File: config.mk
export PLATFORM = sky130hd
export DESIGN_NAME = p2nc_ctrl
export DESIGN_NICKNAME = d
export VERILOG_FILES = /design/src/rtl/core/p2nc_pkg.sv /design/src/rtl/core/p2nc_ctrl.sv
export SDC_FILE = /design/constraint.sdc
export NUM_CORES = 1
export LEC_CHECK = 0
export BUFFER_PORTS_ARGS = -buffer_cell sky130_fd_sc_hd__buf_4
export CORE_MARGIN = 5
export CORE_UTILIZATION = 51
export CTS_BUF_LIST = sky130_fd_sc_hd__clkbuf_4 sky130_fd_sc_hd__clkbuf_8
export DETAILED_ROUTE_END_ITERATION = 6
export GPL_TIMING_DRIVEN = 0
export PLACE_DENSITY = 0.85
export SKIP_LAST_GASP = 1
export SYNTH_ARGS = -nofsm -noshare
export SYNTH_HDL_FRONTEND = slang
export SYNTH_SLANG_ARGS = --single-unit
File: constraint.sdc
create_clock -name clock -period 1.65 [get_ports clock]
set_clock_uncertainty 0.2 [all_clocks]
set_input_delay 0.33 -clock clock [delete_from_list [all_inputs] [get_ports clock]]
set_output_delay 0.33 -clock clock [all_outputs]
set_load 0.05 [all_outputs]
File: src/rtl/core/p2nc_pkg.sv
package p2nc_pkg;

   localparam int unsigned FREQ_WIDTH  = 24;
   localparam int unsigned A4_WIDTH    = 9;
   localparam int unsigned NOTE_WIDTH  = 4;
   localparam int unsigned OCT_WIDTH   = 5;
   localparam int unsigned CENTS_WIDTH = 7;

   // log2 unit: Q1.31 mantissa, 5-bit exponent, Q.24 fraction
   localparam int unsigned MANT_BITS = 32;
   localparam int unsigned EXP_BITS  = 5;
   localparam int unsigned FRAC_BITS = 24;
   localparam int unsigned LOG_BITS  = EXP_BITS + FRAC_BITS;

   localparam logic [A4_WIDTH-1:0] A4_RESET = 9'd440;

   typedef struct packed {
      logic load;
      logic norm;
      logic square;
      logic diff;
      logic mul;
      logic div;
      logic rem;
      logic pick;
      logic fin;
   } p2nc_cmd_type;

   typedef struct packed {
      logic zero;
      logic normed;
   } p2nc_status_type;

endpackage

File: src/rtl/core/p2nc_ctrl.sv
module p2nc_ctrl
   import p2nc_pkg::*;
(
   input  logic            clock,
   input  logic            reset,
   input  logic            req_valid,
   output logic            req_ready,
   output logic            rsp_valid,
   input  logic            rsp_ready,
   input  p2nc_status_type status,
   output p2nc_cmd_type    cmd
);

   typedef enum logic [8:0] {
      ST_IDLE = 9'b000000001,
      ST_NORM = 9'b000000010,
      ST_SQR  = 9'b000000100,
      ST_DIFF = 9'b000001000,
      ST_MUL  = 9'b000010000,
      ST_DIV  = 9'b000100000,
      ST_REM  = 9'b001000000,
      ST_PICK = 9'b010000000,
      ST_FIN  = 9'b100000000
   } state_type;

   localparam int unsigned CNT_BITS = $clog2(FRAC_BITS);

   state_type           state_ff, state_in;
   logic [CNT_BITS-1:0] sq_cnt_ff, sq_cnt_in;
   logic                rsp_valid_ff, rsp_valid_in;
   logic                out_free;

   assign out_free  = !rsp_valid_ff || rsp_ready;
   assign req_ready = (state_ff == ST_IDLE);
   assign rsp_valid = rsp_valid_ff;

   always_comb begin
      state_in     = state_ff;
      sq_cnt_in    = sq_cnt_ff;
      rsp_valid_in = rsp_valid_ff && !rsp_ready;
      cmd          = '0;
      case (state_ff)
         ST_IDLE: begin
            if (req_valid) begin
               cmd.load = 1'b1;
               state_in = ST_NORM;
            end
         end
         ST_NORM: begin
            cmd.norm  = 1'b1;
            sq_cnt_in = '0;
            if (status.zero) begin
               state_in = ST_FIN;
            end else if (status.normed) begin
               state_in = ST_SQR;
            end
         end
         ST_SQR: begin
            cmd.square = 1'b1;
            sq_cnt_in  = sq_cnt_ff + CNT_BITS'(1);
            if (sq_cnt_ff == CNT_BITS'(FRAC_BITS-1)) begin
               state_in = ST_DIFF;
            end
         end
         ST_DIFF: begin
            cmd.diff = 1'b1;
            state_in = ST_MUL;
         end
         ST_MUL: begin
            cmd.mul  = 1'b1;
            state_in = ST_DIV;
         end
         ST_DIV: begin
            cmd.div  = 1'b1;
            state_in = ST_REM;
         end
         ST_REM: begin
            cmd.rem  = 1'b1;
            state_in = ST_PICK;
         end
         ST_PICK: begin
            cmd.pick = 1'b1;
            state_in = ST_FIN;
         end
         ST_FIN: begin
            if (out_free) begin
               cmd.fin      = 1'b1;
               rsp_valid_in = 1'b1;
               state_in     = ST_IDLE;
            end
         end
         default: begin
            state_in = ST_IDLE;
         end
      endcase
   end

   always_ff @(posedge clock) begin
      if (reset) begin
         state_ff     <= ST_IDLE;
         rsp_valid_ff <= 1'b0;
      end else begin
         state_ff     <= state_in;
         rsp_valid_ff <= rsp_valid_in;
      end
      sq_cnt_ff <= sq_cnt_in;
   end

endmodule

---- Word level (Yosys, flattened, before mapping) ----
Index checks and enable logic that the tools add are counted.
word-level totals
  bits in read-only memories .............. 0
  output and inout bits ................... 11
  RAM bits ................................ 0
  bits in latches ......................... 0
  input port bits ......................... 6
  register bits after elaboration ......... 15
  memories ................................ 0
cells by class
  multiplexer cells ....................... 20
  bitwise gates (word level) .............. 0
  magnitude comparators ................... 0
  add/subtract/negate cells ............... 1
  reduce and logical (&&, ||, !) cells .... 6
  $mul .................................... 0
  divide/modulo/power cells ............... 0
  shift-type cells ........................ 0
  equal/unequal tests ..................... 14
operators with widths
  cell                                           number
  case mux 9 bit (9 select lines)                1
  two-way mux 9 bit                              5
  two-way mux 1 bit                              13
  case mux 5 bit (2 select lines)                1
  == test 9 x 1 -> 1 bit, second input constant  1
  == test 9 x 2 -> 1 bit, second input constant  1
  == test 9 x 3 -> 1 bit, second input constant  1
  == test 9 x 4 -> 1 bit, second input constant  1
  == test 9 x 5 -> 1 bit, second input constant  1
  == test 9 x 6 -> 1 bit, second input constant  1
  == test 9 x 7 -> 1 bit, second input constant  1
  == test 9 x 8 -> 1 bit, second input constant  1
  == test 9 bit, second input constant           1
  inequality test 2 bit, second input constant   3
  adder 5 x 1 -> 5 bit, second input constant    1
  == test 5 bit, second input constant           1
  AND reduction 4 bit                            1
  inequality test 3 bit, second input constant   1
  zero test 1 bit                                2
  nonzero test 2 bit                             1
  logical AND 1 bit                              1
  logical OR 1 bit                               1

---- Logic depth before layout (Yosys ltp) ----
  word-level depth ........................ 4
  mapped depth ............................ 6
  mapped depth without buffers ............ 5

---- Worst setup path after synthesis ----
OpenSTA, ideal clock, no wires.
  path kind ............................... register to output
  start ................................... register state_ff[6]
  end ..................................... output port cmd[0] (netlist bit)
  stages on the path, launching flop included .. 5
  arrival time ............................ 1.583 ns
  data required time ...................... 1.120 ns
  slack ................................... -0.463 ns
  path through ............................ dfxtp_1 > buf_2 > nor4_2 > nand3_1 > nor2_1
RTL lines
  what                      RTL line          text
  start: declaration        p2nc_ctrl.sv:28   state_type state_ff, state_in;
  start signal: assignment  p2nc_ctrl.sv:103  state_ff <= state_in;
  end: declaration          p2nc_ctrl.sv:11   output p2nc_cmd_type cmd

==> results.py <==
metrics = {
    "clocking": {
        "hold_buffers": 0,
        "clkSinkCount": 15,
        "cts_tree": "yes",
        "numCtsBuffers": 3,
        "cts-htree-levels": 1,
        "clk_pin_slew_worst_paths_ns": 0.10,
        "cts_root_buffer": "clkbuf_4",
        "cts_max_path_buffers": 2,
        "clock_latency_ns": 0.30,
    },
    "synth": {
        "ys_warn_count": 0,
        "ys_seq_area_share_pct": 38.4,
        "netlist_instances": 105,
        "synth_fp_nets": 112,
        "synth_common_cells": "nor2_1, dfxtp_1, nand3_1, inv_1, edfxtp_1",
        "synth_area_per_cell_um2": 8.70,
        "synth-seq-cells": 15,
        "synthTopCellsByArea": "dfxtp_1, edfxtp_1, nor2_1",
        "synth.distinct_cells": 35,
        "synth_top_area_share_pct": 21.9,
        "ys_async_sr_fraction_pct": 0,
        "synth.most_common_cell": "nor2_1",
        "synth-edff-count": 5,
        "yosysTopAreaCell": "dfxtp_1",
        "synth-main-ff-cell": "dfxtp_1",
        "syn-cell-area_um2": 913,
    },
    "power_and_ir_drop": {
        "p_per_area_nw_per_um2": 564,
        "p_leak_nw": 0.618,
        "finalPower_w": 0.000921,
        "ir_drop_v": 0.000603,
    },
    "place": {
        "placed_area_um2": 1140,
        "gp_congestion": 0.815,
        "hpwlAfterDp_um": 1610,
        "port_buffers": 16,
    },
    "global_route": {
        "grt_pass1_vias": 1094,
        "grt.busiest_layer": "met2",
        "grtUsageMet2_pct": 46.7,
        "overflow": 0,
        "grt_antenna_before_repair": 0,
        "grt_use_total_pct": 27.9,
        "use_met1_pct": 32.3,
        "grt_pass1_wl_um": 5440,
        "grt_max_degree": 11,
        "grtUsageMet3_pct": 5.13,
    },
    "layout": {
        "final_area_um2": 1630,
        "drive_gt1_share_pct": 68.0,
        "fillCellCount": 39,
        "fin_nets": 158,
        "area_growth_pct": 78.9,
        "ff_latch_area_um2": 367,
        "multi_input_area_um2": 696,
        "diodes": 0,
    },
    "worst_setup_path": {
        "critical_path.endpoint_type": "primary output",
        "crit_type": "flop to primary output",
        "worst_ep_arrival_time_ns": 1.87,
        "rr_worst_depth": 8,
        "path_max_fanout": 3,
        "reg2reg_slack_ns": -0.31,
        "r2r_start": "state_ff[5]",
        "crit_cells": 5,
        "startpoint": "state_ff[8]",
        "critPathTopFamily": "simple AND/OR/NAND/NOR gates",
        "critical-path-slowest-cell": "or4_4",
        "cp_data_required_time_ns": 1.12,
        "startpoint_type": "flop",
        "path_buf_inv": 2,
        "slowest_delay_ns": 0.54,
        "path_cells": "or4_4 > nor3_4 > nand3_2 > clkinvlp_4 > buf_8",
    },
    "timing": {
        "max_freq_mhz": 416,
        "drv_slew": 0,
        "setup_violations": 26,
        "period_share_pct": 146,
        "rsz0062_at_grt": "true",
        "finalHoldViolCount": 0,
        "setup_slack_ns": -0.754,
        "worst_pin_slew_ns": 0.474,
        "maxSlewHeadroom_pct": 68.3,
        "finalCriticalPeriod_ns": 2.40,
    },
    "floorplan": {
        "fp.dieW_um": 52.3,
        "die_y_um": 52.3,
        "die_area_um2": 2740,
        "coreArea_um2": 1710,
        "io_pins": 17,
        "initial_core_util_pct": 53.5,
        "fp-row-count": 15,
    },
    "detailed_routing": {
        "drt_iter0_drc": 66,
        "ant_nets": 0,
        "viasPerCell": 6.43,
        "drc_errors": 0,
        "dr.pass1.iters": 4,
        "wirelength_um": 4340,
        "wl_per_cell_um": 24.8,
        "vias": 1125,
    },
    "worst_hold_path": {
        "holdPathStages": 2,
        "hold_start": "reset",
        "hold_class": "primary input to flop",
    },
    "outcome": {
        "status": "finished, violations left",
        "violations": "setup timing",
    },
    "run": {
        "drv_cap": 0,
    },
}
[what timing repair did]
action	CTS	global route
setup buffers	14	15
pin swaps	12	19
endpoints found under the hold margin	0	0
endpoints found under the setup margin	27	25
gates resized for setup	38	35
[worst reg2reg max path, stage by stage, from the launching register on]
cell	delay, ns
dfxtp_4	0.36
buf_6	0.11
buf_8	0.13
nor4b_4	0.37
buf_4	0.18
nand4_1	0.16
nand3b_1	0.17
buf_6	0.15
nor2_1	0.04
[sequential cells by signal (all words and copies together), names as in the netlist]
| signal | cells |
|---|---|
| sq_cnt_ff | 5 |
| rsp_valid | 1 |
| state_ff | 9 |
[path summary, 6_finish.rpt]
kind | to
worst max-delay path | cmd[4]
worst min-delay path | state_ff[2]
worst max register to register | state_ff[7]
worst min register to register | sq_cnt_ff[0]
[through the flow]
step	cells	setup TNS, ns	hold WS (ns)	setup WS [ns]	utilization (%)
finish	175	-9.26	0.0268	-0.754	95.7
global route	175	-10.57	0.0263	-0.814	95.7
CTS	162	-5.47	0.0233	-0.685	82.1
detailed placement	146	-4.25	0.341	-0.478	67.0
global placement	146	-2.75	0.334	-0.428	67.0
floorplan	105	-1.57	0.199	-0.332	-
[kinds of logic (layout without fill, tap and decap cells)]
logic type | Yosys count | after routing | share of synthesized area, %
AO/OA/AOI/OAI | 14 | 14 | 9.18
adder cells (fa/ha/maj) | 1 | 1 | 1.37
flip-flops | 15 | 15 | 38.4
AND/OR/NAND/NOR | 55 | 55 | 37.4
buffers and inverters | 14 | 59 | 7.95
XOR/XNOR | 6 | 6 | 5.75
[placed cells by master (no fill, tap or decap), drive strengths merged, types with 2 or more instances in the layout]
cell / count
clkbuf: 4
nand4: 2
nand2: 3
nor2b: 2
buf: 48
and4b: 2
dfxtp: 10
xor2: 4
nor2: 15
a21oi: 4
inv: 2
and2: 3
clkinvlp: 5
edfxtp: 5
nand3: 8
xnor2: 2
nand4b: 2
nor4b: 3
o21a: 2
o21ai: 4
nor3: 6
and3: 4
[power breakdown]
group	switching, W	leakage [nW]	internal (W)
logic	0.000142	0.470	0.000124
registers	0.0000208	0.129	0.000386
clock network	0.000137	0.0184	0.000111
total	0.000300	0.618	0.000621
[cell type report]
cell class	instances	area share, %
buffer	4	2.53
inverter	7	2.76
sequential	15	22.4
timing repair buffer	44	26.0
clock buffer	4	1.84
tap	25	1.91
multi-input combinational	76	42.6
[per-layer routing]
metal / vias to the layer above / share of wire, %
li1: 463 / -
met1: 547 / 37
met2: 87 / 47
met3: 28 / 9.0
met4: 0 / 6.3
met5: - / 0
Note: power is estimated with default switching activity, not from simulation.
