**config.mk**
```make
export PLATFORM = sky130hd
export DESIGN_NAME = p2nc_datapath
export DESIGN_NICKNAME = d
export VERILOG_FILES = /design/src/rtl/core/p2nc_pkg.sv /design/src/rtl/core/p2nc_log_lane.sv /design/src/rtl/core/p2nc_datapath.sv
export SDC_FILE = /design/constraint.sdc
export NUM_CORES = 2
export LEC_CHECK = 0
export BUFFER_PORTS_ARGS = -buffer_cell sky130_fd_sc_hd__buf_2
export CORE_ASPECT_RATIO = 1.2
export CORE_MARGIN = 1.5
export CORE_UTILIZATION = 30
export CTS_CLUSTER_DIAMETER = 50
export CTS_CLUSTER_SIZE = 8
export DETAILED_ROUTE_END_ITERATION = 10
export SETUP_SLACK_MARGIN = 0.4
export SLEW_MARGIN = 10
export SYNTH_ARGS = -nofsm -noshare
export SYNTH_HDL_FRONTEND = slang
export SYNTH_SLANG_ARGS = --single-unit
```
**constraint.sdc**
```tcl
create_clock -name clock -period 11.35 [get_ports clock]
set_clock_uncertainty 0.05 [all_clocks]
set_input_delay 1.7025 -clock clock [delete_from_list [all_inputs] [get_ports clock]]
set_output_delay 1.7025 -clock clock [all_outputs]
set_load 0.02 [all_outputs]
```
**src/rtl/core/p2nc_pkg.sv**
```systemverilog
package p2nc_pkg;

   localparam int unsigned FREQ_WIDTH  = 24;
   localparam int unsigned A4_WIDTH    = 9;
   localparam int unsigned NOTE_WIDTH  = 4;
   localparam int unsigned OCT_WIDTH   = 5;
   localparam int unsigned CENTS_WIDTH = 7;

   // log2 unit: Q1.31 mantissa, 5-bit exponent, Q.24 fraction
   localparam int unsigned MANT_BITS = 32;
   localparam int unsigned EXP_BITS  = 5;
   localparam int unsigned FRAC_BITS = 24;
   localparam int unsigned LOG_BITS  = EXP_BITS + FRAC_BITS;

   localparam logic [A4_WIDTH-1:0] A4_RESET = 9'd440;

   typedef struct packed {
      logic load;
      logic norm;
      logic square;
      logic diff;
      logic mul;
      logic div;
      logic rem;
      logic pick;
      logic fin;
   } p2nc_cmd_type;

   typedef struct packed {
      logic zero;
      logic normed;
   } p2nc_status_type;

endpackage

```
**src/rtl/core/p2nc_log_lane.sv**
```systemverilog
module p2nc_log_lane
   import p2nc_pkg::*;
(
   input  logic                 clock,
   input  logic                 load,
   input  logic                 norm,
   input  logic                 square,
   input  logic [MANT_BITS-1:0] value,
   output logic                 normed,
   output logic [LOG_BITS-1:0]  log_q24
);

   logic [MANT_BITS-1:0]   mant_ff, mant_in;
   logic [EXP_BITS-1:0]    exp_ff, exp_in;
   logic [FRAC_BITS-1:0]   frac_ff, frac_in;
   logic [2*MANT_BITS-1:0] sq;
   logic [MANT_BITS:0]     sq_top;

   assign sq     = mant_ff * mant_ff;
   assign sq_top = sq[2*MANT_BITS-1 -: MANT_BITS+1];

   always_comb begin
      mant_in = mant_ff;
      exp_in  = exp_ff;
      frac_in = frac_ff;
      if (load) begin
         mant_in = value;
         exp_in  = EXP_BITS'(MANT_BITS-1);
         frac_in = '0;
      end else if (norm && !mant_ff[MANT_BITS-1]) begin
         // one bit a cycle until the leading one reaches the top
         mant_in = {mant_ff[MANT_BITS-2:0], 1'b0};
         exp_in  = exp_ff - EXP_BITS'(1);
      end else if (square) begin
         // square of [1,2) lands in [1,4); >= 2 yields a one bit
         frac_in = {frac_ff[FRAC_BITS-2:0], sq_top[MANT_BITS]};
         mant_in = sq_top[MANT_BITS] ? sq_top[MANT_BITS:1] : sq_top[MANT_BITS-1:0];
      end
   end

   always_ff @(posedge clock) begin
      mant_ff <= mant_in;
      exp_ff  <= exp_in;
      frac_ff <= frac_in;
   end

   assign normed  = mant_ff[MANT_BITS-1];
   assign log_q24 = {exp_ff, frac_ff};

endmodule

```
**src/rtl/core/p2nc_datapath.sv**
```systemverilog
module p2nc_datapath
   import p2nc_pkg::*;
(
   input  logic                          clock,
   input  p2nc_cmd_type                  cmd,
   input  logic [FREQ_WIDTH-1:0]         frequency_fixed,
   input  logic [A4_WIDTH-1:0]           a4_reference_hz,
   output p2nc_status_type               status,
   output logic                          valid_res,
   output logic [NOTE_WIDTH-1:0]         note_index,
   output logic signed [OCT_WIDTH-1:0]   octave_number,
   output logic signed [CENTS_WIDTH-1:0] cents_error
);

   localparam int unsigned DIFF_BITS = LOG_BITS + 2;
   localparam int unsigned C_BITS    = 42;
   localparam int unsigned T_BITS    = 14;
   localparam int unsigned Q_BITS    = 9;
   localparam int unsigned LOW_BITS  = 26;
   localparam int unsigned X_BITS    = 31;
   localparam int unsigned ERR_BITS  = 33;
   localparam int unsigned NOTE_BITS = 10;
   localparam int unsigned NP_BITS   = 11;
   localparam int unsigned OQ_BITS   = 8;

   localparam logic signed [DIFF_BITS-1:0] EIGHT_Q24  = DIFF_BITS'(8) << FRAC_BITS;
   localparam logic signed [C_BITS-1:0]    CENTS_MUL  = 42'sd1200;
   localparam logic signed [C_BITS-1:0]    C4_OFFSET  = C_BITS'(900) << FRAC_BITS;
   // s = floor(c / (25 * 2^26)); bias by 25*256 to keep the quotient positive
   localparam logic signed [C_BITS-1:0]    DIV_BIAS   = 42'sd6400;
   localparam logic [12:0]                 RECIP_25   = 13'd5243;
   localparam logic [Q_BITS:0]             SEMI_BIAS  = 10'd256;
   localparam logic [X_BITS-1:0]           TIE_Q24    = 31'd850972743;
   localparam logic [ERR_BITS-1:0]         SEMI_Q24   = ERR_BITS'(100) << FRAC_BITS;
   localparam logic [31:0]                 HALF_Q24   = 32'd1 << (FRAC_BITS-1);
   localparam logic [NP_BITS-1:0]          NOTE_BIAS  = 11'd384;
   localparam logic [11:0]                 RECIP_12   = 12'd2731;
   localparam logic [OQ_BITS-1:0]          OQ_LOW     = 8'd12;
   localparam logic [OQ_BITS-1:0]          OQ_HIGH    = 8'd43;
   localparam logic [OQ_BITS-1:0]          OQ_TO_OCT  = 8'd28;

   logic                        normed_f, normed_a;
   logic [LOG_BITS-1:0]         log_f, log_a;
   logic                        zero_ff;

   logic signed [DIFF_BITS-1:0] d_ff;
   logic signed [C_BITS-1:0]    c_ff;
   logic [T_BITS-1:0]           t_ff, t_in;
   logic [Q_BITS-1:0]           q_ff, q_in;
   logic [LOW_BITS-1:0]         low_ff;
   logic [26:0]                 q_prod;
   logic [X_BITS-1:0]           x_ff, x_in;
   logic signed [NOTE_BITS-1:0] s_ff, s_in;
   logic [T_BITS-1:0]           r_full;
   logic signed [NOTE_BITS-1:0] note_ff, note_in;
   logic signed [CENTS_WIDTH-1:0] cents_ff, cents_in;
   logic                        above;
   logic [ERR_BITS-1:0]         err;
   logic [31:0]                 mag;
   logic [31:0]                 rnd;
   logic [CENTS_WIDTH-1:0]      rc;
   logic [NP_BITS-1:0]          np;
   logic [22:0]                 oq_prod;
   logic [OQ_BITS-1:0]          oq;
   logic [NP_BITS-1:0]          idx_full;
   logic                        oct_ok;

   logic                          valid_res_ff;
   logic [NOTE_WIDTH-1:0]         note_index_ff;
   logic signed [OCT_WIDTH-1:0]   octave_number_ff;
   logic signed [CENTS_WIDTH-1:0] cents_error_ff;

   p2nc_log_lane u_lane_f (
      .clock   (clock),
      .load    (cmd.load),
      .norm    (cmd.norm),
      .square  (cmd.square),
      .value   (MANT_BITS'(frequency_fixed)),
      .normed  (normed_f),
      .log_q24 (log_f)
   );

   p2nc_log_lane u_lane_a (
      .clock   (clock),
      .load    (cmd.load),
      .norm    (cmd.norm),
      .square  (cmd.square),
      .value   (MANT_BITS'(a4_reference_hz)),
      .normed  (normed_a),
      .log_q24 (log_a)
   );

   assign status.zero   = zero_ff;
   assign status.normed = normed_f && normed_a;

   // quotient and remainder by 25
   assign t_in   = T_BITS'((c_ff >>> LOW_BITS) + DIV_BIAS);
   assign q_prod = t_in * RECIP_25;
   assign q_in   = q_prod[17 +: Q_BITS];

   assign r_full = t_ff - (T_BITS'(q_ff) * T_BITS'(25));
   assign x_in   = {r_full[4:0], low_ff};
   assign s_in   = $signed({1'b0, q_ff} - SEMI_BIAS);

   // nearer neighbor, then round half away from zero
   assign above    = x_ff > TIE_Q24;
   assign err      = above ? (ERR_BITS'(x_ff) - SEMI_Q24) : ERR_BITS'(x_ff);
   assign mag      = err[ERR_BITS-1] ? 32'(-err) : err[31:0];
   assign rnd      = mag + HALF_Q24;
   assign rc       = rnd[FRAC_BITS +: CENTS_WIDTH];
   assign cents_in = err[ERR_BITS-1] ? $signed(-rc) : $signed(rc);
   assign note_in  = s_ff + NOTE_BITS'(above);

   // octave and note index by 12
   assign np       = NP_BITS'(note_ff) + NOTE_BIAS;
   assign oq_prod  = np * RECIP_12;
   assign oq       = oq_prod[15 +: OQ_BITS];
   assign idx_full = np - (NP_BITS'(oq) * NP_BITS'(12));
   assign oct_ok   = (oq >= OQ_LOW) && (oq <= OQ_HIGH);

   always_ff @(posedge clock) begin
      if (cmd.load) begin
         zero_ff <= (frequency_fixed == '0) || (a4_reference_hz == '0);
      end
      if (cmd.diff) begin
         d_ff <= DIFF_BITS'(log_f) - DIFF_BITS'(log_a) - EIGHT_Q24;
      end
      if (cmd.mul) begin
         c_ff <= C_BITS'(d_ff) * CENTS_MUL + C4_OFFSET;
      end
      if (cmd.div) begin
         t_ff   <= t_in;
         q_ff   <= q_in;
         low_ff <= c_ff[LOW_BITS-1:0];
      end
      if (cmd.rem) begin
         x_ff <= x_in;
         s_ff <= s_in;
      end
      if (cmd.pick) begin
         note_ff  <= note_in;
         cents_ff <= cents_in;
      end
      if (cmd.fin) begin
         if (zero_ff || !oct_ok) begin
            valid_res_ff     <= 1'b0;
            note_index_ff    <= '0;
            octave_number_ff <= '0;
            cents_error_ff   <= '0;
         end else begin
            valid_res_ff     <= 1'b1;
            note_index_ff    <= idx_full[NOTE_WIDTH-1:0];
            octave_number_ff <= $signed(OCT_WIDTH'(oq - OQ_TO_OCT));
            cents_error_ff   <= cents_ff;
         end
      end
   end

   assign valid_res     = valid_res_ff;
   assign note_index    = note_index_ff;
   assign octave_number = octave_number_ff;
   assign cents_error   = cents_error_ff;

endmodule

```
# Yosys cells after proc, flatten, opt, wreduce, memory -nomap -nowiden
# Index checks and enable logic that the tools add are counted.
# word_totals
out_inout_bits,19
register_bits,309
wordCells,79
# op_classes
n_reduce_logical,17
mux,12
addsub,16
n_bitwise,2
order_cmp,3
multipliers,7
# op_table
cell,count
2-to-1 mux 32 bit,6
multiplier 32 x 32 -> 64 bit,2
"adder 40 x 35 -> 40 bit, second input constant",1
"multiplier 31 x 8 -> 36 bit, second input constant",1
2-to-1 mux 33 bit,1
"subtractor 31 x 31 -> 32 bit, second input constant",1
"adder 31 x 24 -> 31 bit, second input constant",1
"greater-than comparator 31 x 30 -> 1 bit, second input constant",1
2-to-1 mux 31 bit,1
negation 31 bit,1
"subtractor 30 x 29 -> 31 bit, second input constant",1
subtractor 29 x 29 -> 30 bit,1
"multiplier 14 x 13 -> 26 bit, second input constant",1
zero test 24 bit,1
2-to-1 mux 24 bit,1
"multiplier 11 x 12 -> 23 bit, second input constant",1
"adder 14 bit, second input constant",1
"adder 10 x 10 -> 11 bit, second input constant",1
adder 10 x 1 -> 10 bit,1
"subtractor 5 x 1 -> 5 bit, second input constant",2
"subtractor 9 x 9 -> 10 bit, second input constant",1
zero test 9 bit,1
"multiplier 9 x 5 -> 5 bit, second input constant",1
2-to-1 mux 9 bit,1
16 further kinds,26

# Logic depth before layout (Yosys ltp)
# logic_depth
ltp_word,7
depth_mapped,33
mapped_depth_nobuf,28

# Modules after synthesis
# Synthesis repeated with hierarchy kept, for this count alone.
# unflattened
hier_cells,8734
hier_area_um2,82918.3
# by_module_without_submodules
mod,seq_area_each_um2,area_per_inst_um2,n_inst,cells_per_inst
p2nc_log_lane at u_lane_a,1541.5,32442.4,1,3518
p2nc_log_lane at u_lane_f,1541.5,31921.9,1,3439
p2nc_datapath,5225.0,18554.0,1,1777

# Least setup slack after synthesis
# Ideal clock, no wire load.
# synth_path
kind,register to register
from,register u_lane_a.mant_ff[27]
to,register u_lane_a.mant_ff[4] (data pin)
stages_incl_launch_ff,31
period_less_slack_ns,8.268
arrival_ns,7.955
setup_slack_ns,3.082
cell_sequence,dfxtp_1 clkbuf_1 clkbuf_1 nand2_1 fa_1 inv_1 fa_1 fa_1 inv_1 fa_1 inv_1 fa_1 fa_1 fa_1 inv_1 fa_1 inv_1 ha_1 clkbuf_1 a21oi_1 o21ai_0 a2111oi_0 nor2_1 nor3_1 nor4_1 o2111a_1 o21ai_1 clkbuf_1 a21oi_1 a211oi_1 o21ai_0
# synth_between
elab_chain_cells,5
# synth_rtl
item,line,source
start: declaration,p2nc_log_lane.sv:13,"logic [MANT_BITS-1:0] mant_ff, mant_in;"
start signal: assignment,p2nc_log_lane.sv:42,mant_ff <= mant_in;
multiplier 32 x 32 -> 64 bit,p2nc_log_lane.sv:19,assign sq = mant_ff * mant_ff;
2-to-1 mux 32 bit,p2nc_log_lane.sv:37,mant_in = sq_top[MANT_BITS] ? sq_top[MANT_BITS:1] : sq_top[MANT_BITS-1:0];
2-to-1 mux 32 bit,p2nc_log_lane.sv:34,end else if (square) begin
2-to-1 mux 32 bit,p2nc_log_lane.sv:30,end else if (norm && !mant_ff[MANT_BITS-1]) begin
2-to-1 mux 9 bit,p2nc_log_lane.sv:26,if (load) begin
via u_lane_a.mant_in[4],p2nc_log_lane.sv:13,
# The timed path passes the listed nets, and every way through them passes these cells. The select of a mux whose other input is x is not followed.
# A chain may end at the register's enable or synchronous reset.

# Worst setup path in the final report
# layout_path
from,register u_lane_a.mant_ff[6]
to,register u_lane_a.mant_ff[25]
# layout_between
elab_chain_cells,4
# layout_rtl
item,line
multiplier 32 x 32 -> 64 bit,p2nc_log_lane.sv:19
2-to-1 mux 32 bit,p2nc_log_lane.sv:37
2-to-1 mux 32 bit,p2nc_log_lane.sv:34
2-to-1 mux 32 bit,p2nc_log_lane.sv:30
# Every way passes these cells. The select of a mux whose other input is x is not followed.

==> out/qor.csv <==
stage;metric;value;unit
logic_synthesis;seq_area_frac_synth;9.90;%
sta;setup_viol;0;
logic_synthesis;synth-main-ff-cell;edfxtp_1;
logic_synthesis;synth_area_leader_cell;fa_1;
setup_path;crit_fanout;25;
setup_path;worstSetupPathType;reg -> reg;
detailed_routing;wl_per_cell;17.3;um
setup_path;crit_top_cell;fa_1;
die;io_pins;62;
logic_synthesis;syn_avg_cell_area;9.50;um2
final_layout;drive_above_1_share;3.63;%
cts;cts.path.max_buffers;3;
cts;cts_sinks;296;
detailed_routing;drt_iter0_drc;3224;
cts;clock_latency;0.62;ns
place;dp_hpwl;174000;um
sta;worst_pin_slew;1.36;ns
die;start_util;30.2;%
cts;cts_max_level;2;
setup_path;cp-end-kind;flip-flop;
detailed_routing;drtAntennaViolNets;0;
grt;antenna_found_initial;21;
setup_path;slowest_stage;edfxtp_1;
die;design.die.area;272000;um2
grt;first_global_vias;61000;
final_layout;multi_input_area;63100;um2
sta;rsz0062_at_grt;no;
die;fp.dieW;477;um
sta;slew_headroom;9.51;%
sta;period_needed;10.30;ns
cts;root_buffer;clkbuf_16;
setup_path;cp.required;11.79;ns
logic_synthesis;yosysUniqueCellTypes;89;
detailed_routing;dr.pass1.iters;5;
die;die_y;571;um
setup_path;path_cells;inv_1 -> nor2_1 -> fa_1 -> fa_1 -> fa_1 -> inv_1 -> fa_1 -> inv_1 -> fa_1 -> fa_1 -> fa_1 -> fa_1 -> ha_1 -> nand2_1 -> o21ai_0 -> nor3_1 -> a2111oi_2 -> nor3_1 -> nor4_1 -> o2111a_1 -> o21ai_1 -> a21oi_1 -> nand3_1 -> a21oi_1;
cts;ctsHoldBuffers;0;
logic_synthesis;synthesis.instances;8507;
setup_path;cp.arrival;10.74;ns
place;port_buffers;61;
logic_synthesis;syn_nets;11200;
logic_synthesis;synth_top_cell_area_share;43.2;%
logic_synthesis;synth.area.top_cells;fa_1 (43%), ha_1 (14%), inv_1 (11%);
logic_synthesis;yosys_register_bits;296;
logic_synthesis;synth_area;80800;um2
setup_path;max_stage_delay;1.19;ns
logic_synthesis;synth_edf_count;207;
detailed_routing;viasPerCell;4.63;
place;gp_congestion;0.911;
grt;grt_start_max_net_pins;52;
logic_synthesis;synthArstFlopShare;0;%
final_layout;seqCellArea;8000;um2
detailed_routing;vias;55800;
die;rows;208;
worst_hold_path;hp-class;reg -> reg;
detailed_routing;drc_errors;0;
outcome;status;complete, no violations;
logic_synthesis;yosys_warnings;0;
cts;numCtsBuffers;51;
sta;tns;0;ns
run;cap_violations;0;
setup_path;cp-start-kind;flip-flop;
sta;fmax;97.1;MHz
grt;overflow;0;
final_layout;fill_cells;27700;
sta;drv_slew;0;
final_layout;layout_commonest_cell;inv_1;
final_layout;syn2layout_area_growth;7.61;%
cts;post_cts_buffers;0;
grt;grt_pass1_wl;334000;um
final_layout;most-common-layout-cells;inv_1 (2274), fa_1 (1743), ha_1 (890);
grt;grt_usage;15.6;%
cts;cts_resized;0;
final_layout;layout.nets;11100;
cts;clkTransAtPathRegs;0.05;ns
die;core;268000;um2
sta;period_share;90.8;%
cts;cts_tree;built;
sta;hold_viol_final;0;
detailed_routing;totalWireLength;209000;um
-- per-stage QoR --
step | hold WS (ns) | util (%) | cell area, um2 | setup slack (ns) | std cells
after detailed placement | 0.355 | 31.8 | 85300 | 1.21 | 11900
after global placement | 0.351 | 31.8 | 85300 | 1.18 | 11900
after global routing | 0.329 | 32.5 | 86900 | 0.596 | 12000
final | 0.334 | 32.5 | 86900 | 1.05 | 12000
after floorplan | 0.350 | - | 80800 | 3.08 | 8507
after CTS | 0.319 | 32.5 | 86900 | 1.18 | 12000
-- worst max-delay path: cells and delay by family (launching register included) --
family | cells | cell delay [ns]
buf+inv | 3 | 0.56
compound gates | 6 | 2.80
simple gates | 6 | 1.28
flops | 1 | 1.19
fa+ha+maj | 9 | 4.31
-- area by class of cell --
type	count	share of cell area, %
diodes	9	0.0259
clock buffers	76	1.61
clock inverters	16	0.266
inverters	2281	9.85
multi-input cells	5625	72.6
flip-flops and latches	296	9.20
well taps	3570	5.14
repair buffers	172	1.34
-- path summary, 6_finish.rpt --
kind                       startpoint                    to  slack (ns)  cells past startpoint
setup reg to reg  u_lane_a.mant_ff[6]  u_lane_a.mant_ff[25]        1.05                     24
hold reg to reg            low_ff[10]              x_ff[10]        0.33                      0
setup / recovery  u_lane_a.mant_ff[6]  u_lane_a.mant_ff[25]        1.05                     24
hold / removal             low_ff[10]              x_ff[10]        0.33                      0
-- synthesized netlist by cell type (8+ instances only) --
cell type	number
and3_1	45
a21oi_1	284
a311oi_1	14
nor2b_1	33
or3_1	18
a31oi_1	33
nor2_1	225
o21bai_1	42
o21a_1	25
a21o_1	86
a31o_2	19
nand2_1	786
a2111oi_0	9
nor4_1	22
dfxtp_1	89
nand2b_1	22
buf_1	18
o31ai_1	18
a21boi_0	12
clkbuf_1	278
nand4_1	36
nand3_1	80
o31a_1	8
nor3_1	70
ha_1	890
o21ai_0	158
o211ai_1	24
mux2i_1	18
or2_2	19
edfxtp_1	207
a211o_1	10
inv_1	2274
and2_1	447
fa_1	1743
a221oi_1	15
a22o_1	8
a211oi_1	27
and4_1	9
xnor2_1	169
xor2_1	93
-- cell families (layout without fill, tap and decap cells) --
kind of cell	Yosys count	in the layout	synth area share [%]
flip-flops	296	296	9.90
AND/OR/NAND/NOR	1834	1834	10.9
adder cells (fa/ha/maj)	2633	2633	57.0
buffers and inverters	2586	2545	12.0
XOR/XNOR	263	263	2.87
AO/OA/AOI/OAI	873	873	7.01
multiplexers	22	22	0.279
other	0	9	0
-- sequential cells by signal, summed over array words and instances, names as in the netlist, 22 cells and up --
register and flops:
d_ff 31, u_lane_f.frac_ff 24, c_ff 36, low_ff 22, x_ff 27, u_lane_f.mant_ff 32
u_lane_a.mant_ff 32, u_lane_a.frac_ff 24
-- per-layer routing --
metal	part of all wire, %	GRT usage, %	wire length [um]
met5	0.027	0	57
met4	3.6	5.10	7600
met3	4.3	1.37	8940
met2	52	28.6	108000
met1	40	19.0	84400
Power is left out: the tool's default activity adds up to more than one toggle a clock period on the data nets, which glitch-free logic cannot reach.
